==> config.mk <==
export PLATFORM = sky130hd
export DESIGN_NAME = ocrb_ram
export DESIGN_NICKNAME = d
export VERILOG_FILES = /design/src/hdl/ocrb_ram.sv
export SDC_FILE = /design/constraint.sdc
export NUM_CORES = 1
export LEC_CHECK = 0
export BUFFER_PORTS_ARGS = -buffer_cell sky130_fd_sc_hd__buf_2
export CORE_MARGIN = 8
export CORE_UTILIZATION = 25
export DETAILED_ROUTE_END_ITERATION = 8
export GPL_ROUTABILITY_DRIVEN = 0
export PLACE_DENSITY = 0.42
export SETUP_SLACK_MARGIN = 0.15
export SYNTH_ARGS = -nofsm -noshare
export SYNTH_HDL_FRONTEND = slang
export SYNTH_SLANG_ARGS = --single-unit
==> constraint.sdc <==
create_clock -name clk_i -period 2.5 [get_ports clk_i]
set_input_delay 0.5 -clock clk_i [delete_from_list [all_inputs] [get_ports clk_i]]
set_output_delay 0.5 -clock clk_i [all_outputs]
set_load 0.01 [all_outputs]
==> src/hdl/ocrb_ram.sv <==
// ----------------------------------------------------------------------------
// ocrb_ram
// Generic single-port-write, single-port-read RAM with registered read.
// ----------------------------------------------------------------------------
module ocrb_ram #(
  parameter int unsigned Width = 8,
  parameter int unsigned Depth = 16
) (
  input  logic                     clk_i,
  input  logic                     we_i,
  input  logic [$clog2(Depth)-1:0] waddr_i,
  input  logic [Width-1:0]         wdata_i,
  input  logic [$clog2(Depth)-1:0] raddr_i,
  output logic [Width-1:0]         rdata_o
);
  logic [Width-1:0] mem_q [Depth];

  always_ff @(posedge clk_i) begin
    if (we_i) begin
      mem_q[waddr_i] <= wdata_i;
    end
    rdata_o <= mem_q[raddr_i];
  end
endmodule

## Word-level counts from Yosys, hierarchy flattened

Memories as Yosys holds them, arrays and structs flattened. A register that Yosys moved wholly into a read port is not among the register bits.
Cells that the tools add are included.

- Output and inout port bits: 8
- RAM bits: 128
- Word-level logic and storage cells: 3
- Memories kept: 1
- Input port bits: 18
- Bits in registers: 0

- Multiplexer cells: 2

Memory list:

| memory | words | bits a word | read ports | clocked after Yosys merged registers in | write ports | RTL line | source |
|---|---|---|---|---|---|---|---|
| mem_q | 16 | 8 | 1 | 1 | 1 | 16 | `logic [Width-1:0] mem_q [Depth];` |

Operators with widths:

| operator | count |
|---|---|
| 2-to-1 mux 1 bit | 2 |

## Depth between registers and ports, before layout

Gate-level depths: netlist of the first run.

- Depth after elaboration: 2
- Gate-level depth with buffers: 5
- Mapped depth without buffers: 3

## Least setup slack after synthesis of the first run

Ideal clock, no wire load.

- Path type: input to register
- Start: in waddr_i[2]
- End: mem mem_q[0][0], enable pin
- Library setup time: 0.383 ns
- Data arrival time: 1.610 ns
- Buffers on the path: 0
- Stages: 2
- Slack: 0.507 ns
- Data required time: 2.117 ns
- Cells stage by stage: or3b_2 nor3_1

RTL lines:

| element | RTL line | source |
|---|---|---|
| start: declaration | 11 | `input logic [$clog2(Depth)-1:0] waddr_i,` |
| end: declaration | 16 |  |

Straight into the memory's write port.

==> flow_metrics.py, run 1 <==
metrics = {
    "placed_design": {
        "place_area_um2": 5750,
        "dp_cells": 542,
        "hpwlAfterDp_um": 7740,
        "pre_cts_slack_ns": 0.400,
        "portBuffers": 25,
    },
    "flow_run": {
        "max_cap_viol_count": 0,
    },
    "worst_setup_path": {
        "critical_path_class": "in2reg",
        "endpoint_kind": "flop",
        "critPathLaunchType": "primary input",
        "worstPathArrival_ns": 1.91,
        "cp.required_ns": 2.79,
        "crit_fanout": 18,
    },
    "timing": {
        "layout_setup_ws_ns": 0.881,
        "worst_slew_pin_slew_ns": 0.527,
        "slew_headroom_pct": 64.9,
        "min_period_ns": 1.62,
        "finalMaxSlewViolations": 0,
        "max_freq_mhz": 617,
        "period_share_pct": 64.8,
        "setup-violations-final": 0,
        "hold_viol": 0,
        "rsz0062_at_grt": "false",
        "skew_ns": 0.00660,
        "setup_tns_ns": 0,
    },
    "cts": {
        "cts.path.max_buffers": 2,
        "h-tree-depth": 4,
        "cts_resized": 0,
        "clk_pin_slew_ns": 0.06,
        "root_buffer": "clkbuf_16",
        "cts_setup_buffers": 0,
        "cts_buffers": 17,
        "clk_latency_ns": 0.41,
        "hold_buffers": 0,
        "cts_tree": "done",
        "cts_num_sinks": 136,
    },
    "routing": {
        "via_per_inst": 4.28,
        "vias": 2458,
        "drt_iter0_markers": 114,
        "antenna_left": 0,
        "firstDrtPassIters": 4,
        "wirelength_um": 11300,
        "wl_per_cell_um": 19.6,
        "drc": 0,
    },
    "cells_and_area": {
        "syn_to_final_growth_pct": 23.8,
        "drive_gt1_share_pct": 33.9,
        "finalNonFillerCells": 574,
        "final_area_um2": 6370,
        "final_common_cell": "edfxtp_1",
        "final_nets": 309,
        "final_cell_mix": "128 x edfxtp_1, 27 x buf_4, 25 x buf_2",
        "antennaDiodeCount": 0,
    },
    "outcome": {
        "outcome": "completed",
    },
    "logic_synthesis": {
        "synth_async_sr_flop_share_pct": 0,
        "synth_cell_types": 19,
        "synth_xor_area_share_pct": 0,
        "syn_area_per_cell_um2": 22.5,
        "synth_seq_cells": 136,
        "syn_area_um2": 5150,
        "synth-main-ff-cell": "edfxtp_1",
        "yosysSeqAreaShare_pct": 77.8,
        "synth_top_family_by_area": "multiplexers",
        "synth-compound-area-share_pct": 2.33,
        "syn_nets": 247,
        "synth_mux_area_share_pct": 15.0,
        "yosys.area_share.adder_pct": 0,
        "yosysWarnings": 0,
        "yosys.area_share.simple_pct": 3.18,
        "postSynthCellCount": 229,
        "synth_edf_count": 128,
    },
    "grt": {
        "grt_pass1_vias": 2637,
        "grt_usage_pct": 9.24,
        "grt_overflow": 0,
        "grt_pass1_wl_um": 16800,
        "grt_max_degree": 20,
        "antenna_found_initial": 0,
    },
    "die": {
        "start_util_pct": 25.4,
        "fp.dieW_um": 159,
        "ios": 26,
        "dieArea_um2": 25400,
        "core_area_um2": 20200,
        "rows": 52,
        "die_y_um": 159,
    },
    "power": {
        "worst_ir_drop_vdd_mv": 0.570,
        "leakagePower_nw": 2.14,
        "power.density_nw_per_um2": 851,
        "finalPower_w": 0.00542,
    },
    "hold_path": {
        "hold_path.class": "in2reg",
    },
}
## path summary, 6_finish.rpt
kind,slack (ns),cells after the start,endpoint,startpoint
max,0.88,5,rdata_o[3],raddr_i[0]
min,0.47,1,mem_q[3][4],wdata_i[4]
max reg2reg,0.99,3,rdata_o[7],mem_q[3][7]
min reg2reg,0.68,3,rdata_o[1],mem_q[14][1]
## state kept, by name, indices dropped and copies added, names as in the netlist
register / count
rdata_o: 8
mem_q: 128
## synth_stat cells, drive strengths merged (2+ instances only)
library cell	count	area [µm²]
edfxtp	128	3840
mux4	32	773
a22oi	16	120
nor2	13	48.8
nand2	9	33.8
dfxtp	8	160
buf	7	56.3
nor3	4	20.0
clkdlybuf4s25	3	30.0
nand2b	2	12.5
nand3b	2	15.0
## layout make-up
| class | instances | area (µm²) |
|---|---|---|
| fillers | 1939 | 13900 |
| flip-flops and latches | 136 | 4000 |
| multi-input cells | 83 | 1060 |
| clock buffers | 17 | 425 |
| repair buffers | 53 | 348 |
| well taps | 270 | 338 |
| clock inverters | 15 | 203 |
## metrics by stage
step                util (%)  hold WS [ns]
finish                  31.5         0.466
CTS                     31.5         0.448
global placement        28.4         0.663
detailed placement      28.4         0.669
floorplan                  -         0.599
global route            31.5         0.465
## layer usage
| metal | GRT usage [%] | wire (µm) | up-vias |
|---|---|---|---|
| met2 | 14.5 | 5440 | 49 |
| li1 | - | - | 1101 |
| met3 | 3.41 | 477 | 14 |
| met1 | 11.5 | 5210 | 1294 |
| met5 | 0 | 0 | - |
| met4 | 3.22 | 143 | 0 |
## power by group
group	switching, W	internal, W	leakage (nW)
Sequential	0.0000147	0.00255	1.22
Combinational	0.000146	0.000106	0.623
Clock	0.000940	0.00167	0.293
Total	0.00110	0.00432	2.14
## worst max-delay path, stage by stage
cell and delay, ns:
buf_2 0.25, buf_12 0.23, mux4_1 0.62, a22oi_1 0.20, nand2_1 0.11
## logic make-up after synthesis
kind of cell,Yosys count
buffers and inverters,10
AOI/OAI and AO/OA,16
DFF,136
muxes,32
and+or+nand+nor,35
Note: power is estimated with default switching activity, not from simulation.
==> run 2, diff against run 1 <==
--- a/config.mk
+++ b/config.mk
@@ -10,7 +10,7 @@
 export CORE_UTILIZATION = 25
 export DETAILED_ROUTE_END_ITERATION = 8
 export GPL_ROUTABILITY_DRIVEN = 0
-export PLACE_DENSITY = 0.42
+export PLACE_DENSITY = 0.44
 export SETUP_SLACK_MARGIN = 0.15
 export SYNTH_ARGS = -nofsm -noshare
 export SYNTH_HDL_FRONTEND = slang
==> constraint.sdc (replaced) <==
create_clock -name clk_i -period 1.3 [get_ports clk_i]
set_input_delay 0.26 -clock clk_i [delete_from_list [all_inputs] [get_ports clk_i]]
set_output_delay 0.26 -clock clk_i [all_outputs]
set_load 0.01 [all_outputs]
==> flow_metrics.py, run 2 (same netlist as run 1, synthesis figures left out) <==
metrics = {
    "timing": {
        "period_share_pct": 97.8,
        "setup_tns_ns": 0,
        "skew_ns": 0.00753,
        "rsz0062_at_grt": "true",
        "min_period_ns": 1.27,
        "finalMaxSlewViolations": 0,
        "setup-violations-final": 0,
        "slew_headroom_pct": 34.2,
        "worst_slew_pin_slew_ns": 0.984,
        "layout_setup_ws_ns": 0.0281,
        "max_freq_mhz": 786,
        "hold_viol": 0,
    },
    "die": {
        "core_area_um2": 20200,
        "dieArea_um2": 25400,
        "ios": 26,
        "rows": 52,
        "die_y_um": 159,
        "start_util_pct": 25.4,
        "fp.dieW_um": 159,
    },
    "cts": {
        "h-tree-depth": 4,
        "cts.path.max_buffers": 2,
        "cts_buffers": 17,
        "clk_pin_slew_ns": 0.05,
        "cts_tree": "done",
        "clk_latency_ns": 0.41,
        "cts_num_sinks": 136,
        "root_buffer": "clkbuf_16",
    },
    "cells_and_area": {
        "syn_to_final_growth_pct": 29.4,
        "top_register": "mem_q",
        "nFillCells": 1938,
        "final_cell_mix": "128 x edfxtp_1, 32 x mux4_2, 21 x buf_2, 21 x buf_4, 17 x clkbuf_16",
        "multi_input_area_um2": 1140,
        "post-route-util_pct": 32.9,
        "antennaDiodeCount": 0,
        "final_area_um2": 6660,
        "seqCellArea_um2": 4010,
        "largest_reg_flops": 128,
        "final_nets": 318,
        "top_regs": "mem_q: 128 flops, rdata_o: 8 flops",
        "final_common_cell": "edfxtp_1",
        "drive_gt1_share_pct": 47.3,
    },
    "power": {
        "switching_power_w": 0.00196,
        "seqPwrFrac_pct": 49.8,
        "swShare_pct": 19.7,
        "worst_ir_drop_vdd_mv": 0.861,
        "clkPwrFrac_pct": 44.1,
        "power.density_nw_per_um2": 1490,
        "pwr-share-comb_pct": 6.1,
        "finalPower_w": 0.00993,
        "p_int_w": 0.00797,
        "leakagePower_nw": 2.17,
    },
    "worst_setup_path": {
        "endpoint_kind": "flop",
        "r2r-end": "rdata_o[7]",
        "cp.required_ns": 1.59,
        "crit_buf_inv": 0,
        "worstRegToRegCells": 3,
        "critPathLaunchType": "flop",
        "r2r_setup_slack_ns": 0.03,
        "crit_family": "multiplexers",
        "path_depth": 3,
        "worstPathCellList": "mux4_2, a22oi_2, nand2_1",
        "worstPathArrival_ns": 1.57,
        "cp_slowest_cell": "mux4_2",
        "crit_fanout": 1,
        "critPathLaunch": "mem_q[3][7]",
        "rr_startpoint": "mem_q[3][7]",
        "cp-endpoint": "rdata_o[7]",
        "cpPeakStageDelay_ns": 0.50,
        "critical_path_class": "reg2reg",
    },
    "placed_design": {
        "pre_cts_slack_ns": -0.478,
        "hpwlAfterDp_um": 7480,
        "place_area_um2": 6020,
        "portBuffers": 25,
    },
    "routing": {
        "vias": 2492,
        "antenna_left": 0,
        "firstDrtPassIters": 4,
        "wl_per_cell_um": 19.2,
        "drt_iter0_markers": 184,
        "drc": 0,
        "wirelength_um": 11200,
        "via_per_inst": 4.27,
    },
    "grt": {
        "grt_pass1_vias": 2678,
        "grt_usage_pct": 9.40,
        "grt_pass1_wl_um": 17300,
        "grt_max_degree": 19,
        "grt_overflow": 0,
        "antenna_found_initial": 0,
    },
    "hold_path": {
        "hold_path.class": "in2reg",
        "hold_depth": 1,
    },
    "flow_run": {
        "max_cap_viol_count": 0,
    },
    "outcome": {
        "outcome": "completed",
    },
}
## run 2: worst min path at each step
stage / start / end / slack (ns)
after floorplan: wdata_i[0] / mem_q[0][0] / 0.36
after global routing: wdata_i[1] / mem_q[15][1] / 0.23
after detailed placement: rdata_o[2] / rdata_o[2] / 0.66
after global placement: mem_q[12][0] / rdata_o[0] / 0.65
final: wdata_i[7] / mem_q[10][7] / 0.24
after CTS: wdata_i[1] / mem_q[14][1] / 0.23
## run 2: per-layer routing
| layer | global-route usage [%] | vias up | part of all wire (%) |
|---|---|---|---|
| li1 | - | 1101 | - |
| met1 | 12.6 | 1313 | 47 |
| met2 | 13.8 | 62 | 47 |
| met3 | 3.05 | 16 | 5.0 |
| met4 | 3.86 | 0 | 1.5 |
| met5 | 0 | - | 0 |
## run 2: metrics by stage
step                std cells  hold slack (ns)
global placement          549            0.653
floorplan                 229            0.359
finish                    583            0.241
CTS                       581            0.226
detailed placement        549            0.662
global route              583            0.230
## run 2: layout make-up
cell class / instances / area share (%)
repair buffers: 62 / 9.43
multi-input cells: 83 / 17.2
clock inverters: 4 / 0.676
flip-flops and latches: 136 / 60.2
clock buffers: 28 / 7.46
well taps: 270 / 5.07
## run 2: power by group through the flow
stage	Combinational, W	Sequential, W	Clock (W)
floorplan	0.000284	0.00503	0
global placement	0.000577	0.00502	0
detailed placement	0.000581	0.00503	0
CTS	0.000619	0.00494	0.00449
global route	0.000663	0.00495	0.00470
finish	0.000609	0.00494	0.00437
## run 2: timing repair
action / CTS / global route
gates cloned: 0 / 0
endpoints found under the setup margin: 12 / 26
setup buffers: 0 / 2
hold buffers: 0 / 0
pin swaps: 5 / 2
resized for setup: 19 / 2
